`src/rtl/core/crot_pkg.sv`:
```
// Package for the circle / rectangle overlap test unit.
// Holds field widths, shape and pair-mode codes and the stage 2 to 3 word type.
// No dependencies.
package crot_pkg;

	// Field widths
	localparam int COORD_W = 16;               // signed Q12.4 centre
	localparam int EXT_W   = 14;               // unsigned Q10.4 extent
	localparam int MAG_W   = COORD_W;          // magnitude of a centre difference
	localparam int ESUM_W  = EXT_W + 1;        // sum of two extents
	localparam int SQ_W    = 2 * MAG_W;        // square of a magnitude
	localparam int QSQ_W   = 2 * ESUM_W;       // square of an extent sum
	localparam int DSUM_W  = SQ_W + 1;         // sum of two squares

	// Collider shape codes; the unused code behaves as off
	typedef enum logic [1:0] {
		SHAPE_OFF    = 2'd0,
		SHAPE_CIRCLE = 2'd1,
		SHAPE_RECT   = 2'd2
	} shape_t;

	// Pair test selected by the two shapes
	typedef enum logic [1:0] {
		MODE_NONE = 2'd0,
		MODE_CC   = 2'd1,
		MODE_CR   = 2'd2,
		MODE_RR   = 2'd3
	} mode_t;

	// Word handed from the geometry stages to the square-and-compare stages
	typedef struct packed {
		logic              decided;   // result already known, skip the distance test
		logic              dec_hit;   // result when decided
		logic [MAG_W-1:0]  dx;        // x distance to test
		logic [MAG_W-1:0]  dy;        // y distance to test
		logic [ESUM_W-1:0] q;         // radius to test against
	} sq_req_t;

endpackage

```
`src/rtl/core/crot_sqcmp.sv`:
```
// Square-and-compare back end of the overlap test: stage 3 squares, stage 4 compares.
// Depends on crot_pkg (sq_req_t, widths).
module crot_sqcmp (
	input  logic              clk,
	input  logic              arst_n,
	input  logic              in_valid,
	output logic              in_stall,
	input  crot_pkg::sq_req_t req,
	output logic              out_valid,
	input  logic              out_stall,
	output logic              hit
);
	import crot_pkg::*;

	logic              v_s3, v_s4;
	logic              adv_s3, adv_s4;
	logic              decided_s3, dec_hit_s3;
	logic [SQ_W-1:0]   dxx_s3, dyy_s3;
	logic [QSQ_W-1:0]  qq_s3;
	logic              hit_s4;
	logic [DSUM_W-1:0] dsum;

	// Advance a stage when it is empty or the next one moves
	assign adv_s4   = !v_s4 || !out_stall;
	assign adv_s3   = !v_s3 || adv_s4;
	assign in_stall = !adv_s3;

	// Valid bits
	always_ff @(posedge clk or negedge arst_n) begin
		if (!arst_n) begin
			v_s3 <= 1'b0;
			v_s4 <= 1'b0;
		end else begin
			if (adv_s3) begin
				v_s3 <= in_valid;
			end
			if (adv_s4) begin
				v_s4 <= v_s3;
			end
		end
	end

	// Stage 3: square the distances and the radius
	always_ff @(posedge clk) begin
		if (adv_s3) begin
			decided_s3 <= req.decided;
			dec_hit_s3 <= req.dec_hit;
			dxx_s3     <= SQ_W'(req.dx) * SQ_W'(req.dx);
			dyy_s3     <= SQ_W'(req.dy) * SQ_W'(req.dy);
			qq_s3      <= QSQ_W'(req.q) * QSQ_W'(req.q);
		end
	end

	// Stage 4: inclusive compare of squared distance with squared radius
	assign dsum = DSUM_W'(dxx_s3) + DSUM_W'(dyy_s3);

	always_ff @(posedge clk) begin
		if (adv_s4) begin
			hit_s4 <= decided_s3 ? dec_hit_s3 : (dsum <= DSUM_W'(qq_s3));
		end
	end

	assign out_valid = v_s4;
	assign hit       = hit_s4;

	// Only stall the upstream side while stage 3 holds a word
	a_stall_needs_word: assert property (@(posedge clk) disable iff (!arst_n)
		in_stall |-> v_s3)
		else $error("crot_sqcmp: stall raised with stage 3 empty");

	// A held stage 3 word is not dropped
	a_s3_kept: assert property (@(posedge clk) disable iff (!arst_n)
		(v_s3 && !adv_s3) |=> v_s3)
		else $error("crot_sqcmp: stage 3 word lost while held");

	// A new result after a taken one must come from a valid stage 3 word
	a_out_source: assert property (@(posedge clk) disable iff (!arst_n)
		(out_valid && !out_stall) |=> (!out_valid || $past(v_s3)))
		else $error("crot_sqcmp: result appeared without a source word");

endmodule

```
`src/rtl/core/circle_rect_overlap_test_unit.sv`:
```
// Top level of the circle / rectangle overlap test unit.
// Depends on crot_pkg and crot_sqcmp.
//
//  channel  | handshake            | payload
//  ---------+----------------------+-------------------------------------------
//  input    | in_valid / in_stall  | shape_a/b, centre_a/b x,y, extent_a/b w,h
//  output   | out_valid / out_stall| hit
//
// Four-stage pipeline: one word in per cycle while the output is not stalled; a word
// passes the stage 1, 2, 3 and 4 registers in turn, and out_valid is the stage 4 valid bit.
// Stage 1 takes centre differences, stage 2 runs the range tests, stage 3 squares,
// stage 4 compares; the multipliers of stage 3 set the clock.
// Reset clears the valid bits only; no state survives between words.
// Each stage holds while the next one is full and stalled, so a stall at the
// output backs up stage by stage and empty stages still fill.
module circle_rect_overlap_test_unit (
	input  logic                                 clk,
	input  logic                                 arst_n,
	input  logic                                 in_valid,
	output logic                                 in_stall,
	input  logic [1:0]                           shape_a,
	input  logic signed [crot_pkg::COORD_W-1:0]  centre_ax,
	input  logic signed [crot_pkg::COORD_W-1:0]  centre_ay,
	input  logic [crot_pkg::EXT_W-1:0]           extent_aw,
	input  logic [crot_pkg::EXT_W-1:0]           extent_ah,
	input  logic [1:0]                           shape_b,
	input  logic signed [crot_pkg::COORD_W-1:0]  centre_bx,
	input  logic signed [crot_pkg::COORD_W-1:0]  centre_by,
	input  logic [crot_pkg::EXT_W-1:0]           extent_bw,
	input  logic [crot_pkg::EXT_W-1:0]           extent_bh,
	output logic                                 out_valid,
	input  logic                                 out_stall,
	output logic                                 hit
);
	import crot_pkg::*;

	logic                     v_s1, v_s2;
	logic                     adv_s1, adv_s2;
	logic                     back_stall;

	logic signed [COORD_W:0]  diff_x, diff_y;
	logic [COORD_W:0]         abs_x, abs_y;
	mode_t                    mode;
	logic [ESUM_W-1:0]        r_sel, hw_sel, hh_sel;

	mode_t                    mode_s1;
	logic [MAG_W-1:0]         ax_s1, ay_s1;
	logic [ESUM_W-1:0]        r_s1, hw_s1, hh_s1;

	logic [ESUM_W:0]          lim_x, lim_y;
	logic                     far, in_x, in_y;
	sq_req_t                  req_d, req_s2;

	// Advance a stage when it is empty or the next one moves
	assign adv_s2   = !v_s2 || !back_stall;
	assign adv_s1   = !v_s1 || adv_s2;
	assign in_stall = !adv_s1;

	// Valid bits
	always_ff @(posedge clk or negedge arst_n) begin
		if (!arst_n) begin
			v_s1 <= 1'b0;
			v_s2 <= 1'b0;
		end else begin
			if (adv_s1) begin
				v_s1 <= in_valid;
			end
			if (adv_s2) begin
				v_s2 <= v_s1;
			end
		end
	end

	// Stage 1: centre distance magnitudes
	assign diff_x = {centre_ax[COORD_W-1], centre_ax} - {centre_bx[COORD_W-1], centre_bx};
	assign diff_y = {centre_ay[COORD_W-1], centre_ay} - {centre_by[COORD_W-1], centre_by};
	assign abs_x  = diff_x[COORD_W] ? (COORD_W+1)'(-diff_x) : diff_x;
	assign abs_y  = diff_y[COORD_W] ? (COORD_W+1)'(-diff_y) : diff_y;

	// Stage 1: pick the pair test and route the extents
	always_comb begin
		mode   = MODE_NONE;
		r_sel  = '0;
		hw_sel = '0;
		hh_sel = '0;
		if (shape_a == SHAPE_CIRCLE && shape_b == SHAPE_CIRCLE) begin
			mode  = MODE_CC;
			r_sel = ESUM_W'(extent_aw) + ESUM_W'(extent_bw);
		end else if (shape_a == SHAPE_CIRCLE && shape_b == SHAPE_RECT) begin
			mode   = MODE_CR;
			r_sel  = ESUM_W'(extent_aw);
			hw_sel = ESUM_W'(extent_bw);
			hh_sel = ESUM_W'(extent_bh);
		end else if (shape_a == SHAPE_RECT && shape_b == SHAPE_CIRCLE) begin
			mode   = MODE_CR;
			r_sel  = ESUM_W'(extent_bw);
			hw_sel = ESUM_W'(extent_aw);
			hh_sel = ESUM_W'(extent_ah);
		end else if (shape_a == SHAPE_RECT && shape_b == SHAPE_RECT) begin
			mode   = MODE_RR;
			hw_sel = ESUM_W'(extent_aw) + ESUM_W'(extent_bw);
			hh_sel = ESUM_W'(extent_ah) + ESUM_W'(extent_bh);
		end
	end

	always_ff @(posedge clk) begin
		if (adv_s1) begin
			mode_s1 <= mode;
			ax_s1   <= abs_x[MAG_W-1:0];
			ay_s1   <= abs_y[MAG_W-1:0];
			r_s1    <= r_sel;
			hw_s1   <= hw_sel;
			hh_s1   <= hh_sel;
		end
	end

	// Stage 2: range tests and corner offsets
	assign lim_x = (ESUM_W+1)'(hw_s1) + (ESUM_W+1)'(r_s1);
	assign lim_y = (ESUM_W+1)'(hh_s1) + (ESUM_W+1)'(r_s1);
	assign far   = (ESUM_W+1 < MAG_W ? MAG_W : ESUM_W+1)'(ax_s1)
	               > (ESUM_W+1 < MAG_W ? MAG_W : ESUM_W+1)'(lim_x)
	            || (ESUM_W+1 < MAG_W ? MAG_W : ESUM_W+1)'(ay_s1)
	               > (ESUM_W+1 < MAG_W ? MAG_W : ESUM_W+1)'(lim_y);
	assign in_x  = ax_s1 <= MAG_W'(hw_s1);
	assign in_y  = ay_s1 <= MAG_W'(hh_s1);

	always_comb begin
		req_d.decided = 1'b1;
		req_d.dec_hit = 1'b0;
		req_d.dx      = ax_s1;
		req_d.dy      = ay_s1;
		req_d.q       = r_s1;
		unique case (mode_s1)
			MODE_NONE: begin
				req_d.decided = 1'b1;
			end
			MODE_CC: begin
				req_d.decided = 1'b0;
			end
			MODE_CR: begin
				if (far) begin
					req_d.dec_hit = 1'b0;
				end else if (in_x || in_y) begin
					req_d.dec_hit = 1'b1;
				end else begin
					req_d.decided = 1'b0;
					req_d.dx      = ax_s1 - MAG_W'(hw_s1);
					req_d.dy      = ay_s1 - MAG_W'(hh_s1);
				end
			end
			MODE_RR: begin
				req_d.dec_hit = in_x && in_y;
			end
			default: begin
				req_d.decided = 1'b1;
			end
		endcase
	end

	always_ff @(posedge clk) begin
		if (adv_s2) begin
			req_s2 <= req_d;
		end
	end

	// Stages 3 and 4
	crot_sqcmp u_sqcmp (
		.clk       (clk),
		.arst_n    (arst_n),
		.in_valid  (v_s2),
		.in_stall  (back_stall),
		.req       (req_s2),
		.out_valid (out_valid),
		.out_stall (out_stall),
		.hit       (hit)
	);

	// Only stall the input while stage 1 holds a word
	a_stall_needs_word: assert property (@(posedge clk) disable iff (!arst_n)
		in_stall |-> v_s1)
		else $error("crot top: input stalled with stage 1 empty");

	// A held stage 1 word keeps its payload
	a_s1_kept: assert property (@(posedge clk) disable iff (!arst_n)
		(v_s1 && !adv_s1) |=> (v_s1 && $stable(ax_s1) && $stable(ay_s1)))
		else $error("crot top: stage 1 word changed while held");

	// Pairs without a circle never reach the distance test
	a_no_circle_decided: assert property (@(posedge clk) disable iff (!arst_n)
		(v_s1 && (mode_s1 == MODE_NONE || mode_s1 == MODE_RR)) |-> req_d.decided)
		else $error("crot top: rectangle or off pair sent to distance test");

endmodule
```
`config.mk`:
```
export PLATFORM = sky130hd
export DESIGN_NAME = circle_rect_overlap_test_unit
export DESIGN_NICKNAME = d
export VERILOG_FILES = /design/src/rtl/core/crot_pkg.sv /design/src/rtl/core/crot_sqcmp.sv /design/src/rtl/core/circle_rect_overlap_test_unit.sv
export SDC_FILE = /design/constraint.sdc
export NUM_CORES = 2
export LEC_CHECK = 0
export ABC_AREA = 1
export BUFFER_PORTS_ARGS = -buffer_cell sky130_fd_sc_hd__buf_2
export CORE_ASPECT_RATIO = 0.5
export CORE_UTILIZATION = 46
export CTS_CLUSTER_SIZE = 16
export DETAILED_ROUTE_END_ITERATION = 16
export GPL_ROUTABILITY_DRIVEN = 0
export SLEW_MARGIN = 20
export SYNTH_ARGS = -nofsm -noshare
export SYNTH_HDL_FRONTEND = slang
export SYNTH_HIERARCHICAL = 1
export SYNTH_SLANG_ARGS = --single-unit
```
`constraint.sdc`:
```
create_clock -name clk -period 10.9 [get_ports clk]
set_clock_uncertainty 0.1 [all_clocks]
set_input_delay 0.545 -clock clk [delete_from_list [all_inputs] [get_ports clk]]
set_output_delay 0.545 -clock clk [all_outputs]
set_load 0.05 [all_outputs]
```
# == After elaboration in Yosys (flattened, before gate mapping) ==
# Index checks and enable logic that the tools add are counted.
# word_totals
register_bits,229
input_bits,128
out_inout_bits,3
word_cells,91
# op_classes
addsub,11
mul,3
n_lt_le_gt_ge,5
eq_ne,7
muxes,23
bitwise,1
reduce_logical,18
# ops
operator,n
two-way mux 14 bit,8
two-way mux 32 bit,3
multiplier 16 x 16 -> 32 bit,2
subtractor 16 x 16 -> 17 bit,2
adder 32 x 32 -> 33 bit,1
<= comparator 33 x 30 -> 1 bit,1
adder 15 x 15 -> 16 bit,2
greater-than comparator 16 bit,2
<= comparator 16 x 15 -> 1 bit,2
two-way mux 16 bit,2
negation 16 bit,2
subtractor 16 x 15 -> 16 bit,2
adder 14 x 14 -> 15 bit,2
multiplier 15 x 15 -> 30 bit,1
two-way mux 15 bit,1
equality test 2 bit (second input constant),4
equality test 2 x 1 -> 1 bit (second input constant),3
logical NOT 1 bit,6
logical OR 1 bit,6
two-way mux 2 bit,3
logical AND 1 bit,5
two-way mux 1 bit,4
case mux 1 bit (2 select lines),2
OR reduction 4 bit,1
NOT 1 bit,1

# == Longest topological paths before layout ==
# logic_depth
word_depth,6
ltp_mapped,27
mapped_depth_nobuf,27

# == Cells and area by module ==
# Netlist, hierarchy kept.
# by_module_without_submodules
mod,instances,cells_each,area_each_um2,seq_area_each_um2
crot_sqcmp,1,3169,26511.7,2872.8
circle_rect_overlap_test_unit,1,1758,12841.1,3893.7

# == Least setup slack after synthesis ==
# OpenSTA, ideal clock, no wires.
# synth_timing
path_kind,register to register
startpoint,reg req_s2[33] (netlist name)
endpoint,"reg u_sqcmp.dxx_s3[27], data pin"
arrival_time_ns,5.367
required_time_ns,10.538
setup_slack_ns,5.171
stages_incl_launch_ff,20
path_buffers,2
cell_sequence,edfxtp_1 > clkbuf_1 > clkbuf_1 > nand2_1 > fa_1 > fa_1 > inv_1 > fa_1 > fa_1 > fa_1 > inv_1 > fa_1 > inv_1 > ha_1 > a21oi_1 > a21boi_0 > o21bai_1 > a21oi_2 > o21ai_1 > xor2_1
# synth_between
elab_chain_len,1
# synth_lines
element,line,rtl
from (decl),circle_rect_overlap_test_unit.sv:52,"sq_req_t req_d, req_s2;"
from (signal assigned),circle_rect_overlap_test_unit.sv:162,req_s2 <= req_d;
multiplier 16 x 16 -> 32 bit,crot_sqcmp.sv:48,dxx_s3 <= SQ_W'(req.dx) * SQ_W'(req.dx);
to (signal assigned),crot_sqcmp.sv:48,
to (decl),crot_sqcmp.sv:18,"logic [SQ_W-1:0] dxx_s3, dyy_s3;"
# No other way between the ends.
# A chain may end at the register's enable or synchronous reset.

# == Final worst setup path ==
# layout_timing
startpoint,reg req_s2[25] (netlist name)
endpoint,"reg u_sqcmp.dyy_s3[27], data pin"
# layout_between
elab_chain_len,1
# layout_lines
element,line,rtl
multiplier 16 x 16 -> 32 bit,crot_sqcmp.sv:49,dyy_s3 <= SQ_W'(req.dy) * SQ_W'(req.dy);
to (signal assigned),crot_sqcmp.sv:49,
to (decl),crot_sqcmp.sv:18,
# No other way between the ends.

==> impl_metrics.py <==
metrics = {
    "sta": {
        "finalSetupTns_ps": 0,
        "fmaxAchievable_mhz": 157,
        "fin_crit_sh_pct": 58.5,
        "post-route-min-period_ps": 6370,
        "drv_slew": 0,
        "relSlewSlack_pct": 28.1,
        "rsz0062_at_grt": "false",
        "finalHoldViolCount": 0,
        "tightest_slew_ps": 1080,
        "setup_viol": 0,
    },
    "critical_path": {
        "rr_endpoint": "u_sqcmp/dyy_s3[27]",
        "crit_top_cell": "fa_1",
        "slowest_delay_ps": 870,
        "worstPathCellList": "nand2_1 > fa_1 > inv_1 > fa_1 > fa_1 > fa_1 > fa_1 > inv_1 > fa_1 > inv_1 > ha_1 > nand2_1 > nor2_1 > inv_1 > nor2_1 > nand4_1 > nand3_1 > a21o_1 > a21oi_1 > xor2_1",
        "crit_fanout": 16,
        "setup.worst_path.end": "u_sqcmp/dyy_s3[27]",
        "reg2reg_depth": 20,
        "crit_path_start": "req_s2[25]",
        "worstPathRequired_ps": 11120,
        "crit_slowest_cell": "edfxtp_1",
        "endpoint_kind": "register",
        "worstSetupPathType": "reg -> reg",
        "r2r_setup_slack_ps": 4530,
        "critical_path_arrival_ps": 6600,
        "worstReg2RegStart": "req_s2[25]",
        "worst_setup_path_start_kind": "register",
    },
    "floorplanning": {
        "ios": 131,
        "start_util_pct": 46.7,
        "core_area_mm2": 0.0843,
        "die_w_um": 416,
        "rows": 75,
        "dieArea_mm2": 0.0868,
        "die_y_um": 209,
    },
    "route": {
        "drt_iter0_drc": 1979,
        "drc": 0,
        "dr.pass1.iters": 6,
        "vias_per_cell": 5.07,
        "wl_um": 95100,
        "postRouteAntennaNets": 0,
        "wire_per_inst_um": 15.5,
        "vias": 31100,
    },
    "place": {
        "io_buffer_count": 130,
        "dp_hpwl_um": 80800,
    },
    "synthesis": {
        "synth_enable_flop_cells": 222,
        "async_flop_share_pct": 1.77,
        "synth_nets": 6027,
        "synth_seq_cells": 226,
        "yosys_warnings": 6,
        "synth_area_per_cell_um2": 7.99,
        "synth_cell_types": 60,
        "syn_inst": 4927,
        "synthFlopType": "edfxtp_1",
        "syn_area_mm2": 0.0394,
        "ys_seq_area_share_pct": 17.2,
    },
    "clocking": {
        "cts_sinks": 226,
        "postCtsHoldBufs": 1,
        "numCtsBuffers": 26,
        "cts_tree": "built",
        "clk_pin_slew_ps": 70,
        "cts_setup_buffers": 0,
        "clk_latency_ps": 590,
        "cts-resized-gates": 0,
        "htree_levels": 1,
        "ctsLongestPathBuffers": 3,
        "root_buffer": "clkbuf_16",
    },
    "cells_and_area": {
        "syn_to_final_growth_pct": 6.65,
        "nFillCells": 8129,
        "drive_gt1_share_pct": 5.51,
        "nets": 6091,
        "ff_latch_area_mm2": 0.00677,
        "final_cell_mix": "1194 x inv_1, 1185 x nand2_1, 503 x ha_1",
        "multi_input_area_mm2": 0.0277,
        "final_common_cell": "inv_1",
    },
    "grt": {
        "grt_max_degree": 79,
        "track_usage_pct": 22.4,
        "grt_pass1_wl_um": 158000,
        "grt_pass1_vias": 31600,
        "grt_antenna_before_repair": 6,
        "grt.overflow.total": 0,
    },
    "outcome": {
        "outcome": "finished clean",
    },
    "hold_path": {
        "hold_class": "in -> reg",
        "min-delay-start": "in_valid",
    },
    "flow_run": {
        "drv_cap": 0,
    },
}
## area by class of cell
class                   instances  area share (%)
clock buffers                  27            1.56
well taps                    1116            3.33
multi-input cells            3400            65.9
diodes                          1         0.00596
clock inverters                20           0.671
inverters                    1202            10.8
repair buffers                135            1.65
flip-flops and latches        226            16.1
## metrics by stage
stage	hold slack, ps	cell area (um2)	cells	utilization (%)	worst slack [ps]
final	64.7	42000	6127	49.8	4530
after global routing	44.0	42000	6126	49.8	4220
after CTS	24.8	42000	6126	49.8	4550
after detailed placement	257	41000	6078	48.7	4640
after global placement	253	41000	6078	48.7	4660
after floorplan	149	39400	4927	-	5170
## cell usage after synthesis (26+ instances only)
cell type	number	area [um2]
a21o_1	29	218
clkbuf_1	92	345
xor2_1	126	1100
fa_1	469	9390
inv_1	1197	4490
o21bai_1	26	195
nand2_1	1186	4450
a21oi_1	247	1240
o21ai_0	90	450
nand4_1	30	188
o21ai_2	29	254
nand3_1	156	781
edfxtp_1	222	6670
xnor2_1	86	753
ha_1	503	6290
nor2_1	220	826
## worst min path at each step
stage,end,cells after the start
2_1_floorplan,u_sqcmp/out_valid,0
3_3_place_gp,u_sqcmp/out_valid,1
3_5_place_dp,u_sqcmp/out_valid,1
4_1_cts,v_s1,2
5_1_grt,v_s1,2
6_report,v_s1,2
## flip-flops by register name, indices dropped and copies added (netlist names)
| signal | flops |
|---|---|
| req_s2 | 49 |
| u_sqcmp/decided_s3 | 1 |
| u_sqcmp/out_valid | 1 |
| ay_s1 | 16 |
| hw_s1 | 15 |
| mode_s1 | 2 |
| u_sqcmp/dec_hit_s3 | 1 |
| ax_s1 | 16 |
| v_s2 | 1 |
| u_sqcmp/hit | 1 |
| u_sqcmp/dyy_s3 | 31 |
| r_s1 | 15 |
| u_sqcmp/v_s3 | 1 |
| hh_s1 | 15 |
| u_sqcmp/dxx_s3 | 31 |
| v_s1 | 1 |
| u_sqcmp/qq_s3 | 29 |
## per-layer routing
layer,track usage [%],vias to the layer above,share of wire (%)
met2,36.6,701,45
met4,4.02,2,1.9
li1,-,15400,-
met1,32.0,14900,48
met5,0,-,0.014
met3,2.86,93,5.3
## logic make-up (layout without fill, tap and decap cells)
kind of cell,after synthesis,after routing,share of synthesized area [%]
AND/OR/NAND/NOR,1686,1686,17.6
buffers and inverters,1301,1384,12.5
adder cells (fa/ha/maj),972,972,39.9
AO/OA/AOI/OAI,530,530,8.15
flip-flops,226,226,17.2
XOR/XNOR,212,212,4.72
other,0,1,0
## worst max-delay path: cells and delay by family, from the launching register on
family	cells	cell delay (ps)
AOI/OAI and AO/OA	2	260
xor gates and xnor gates	1	150
adders and majority gates	7	3460
buffers and inverters	4	220
DFF	1	870
and+or+nand+nor	6	1040
Power is left out: the tool's default activity adds up to more than one toggle a clock period on the data nets, which glitch-free logic cannot reach.
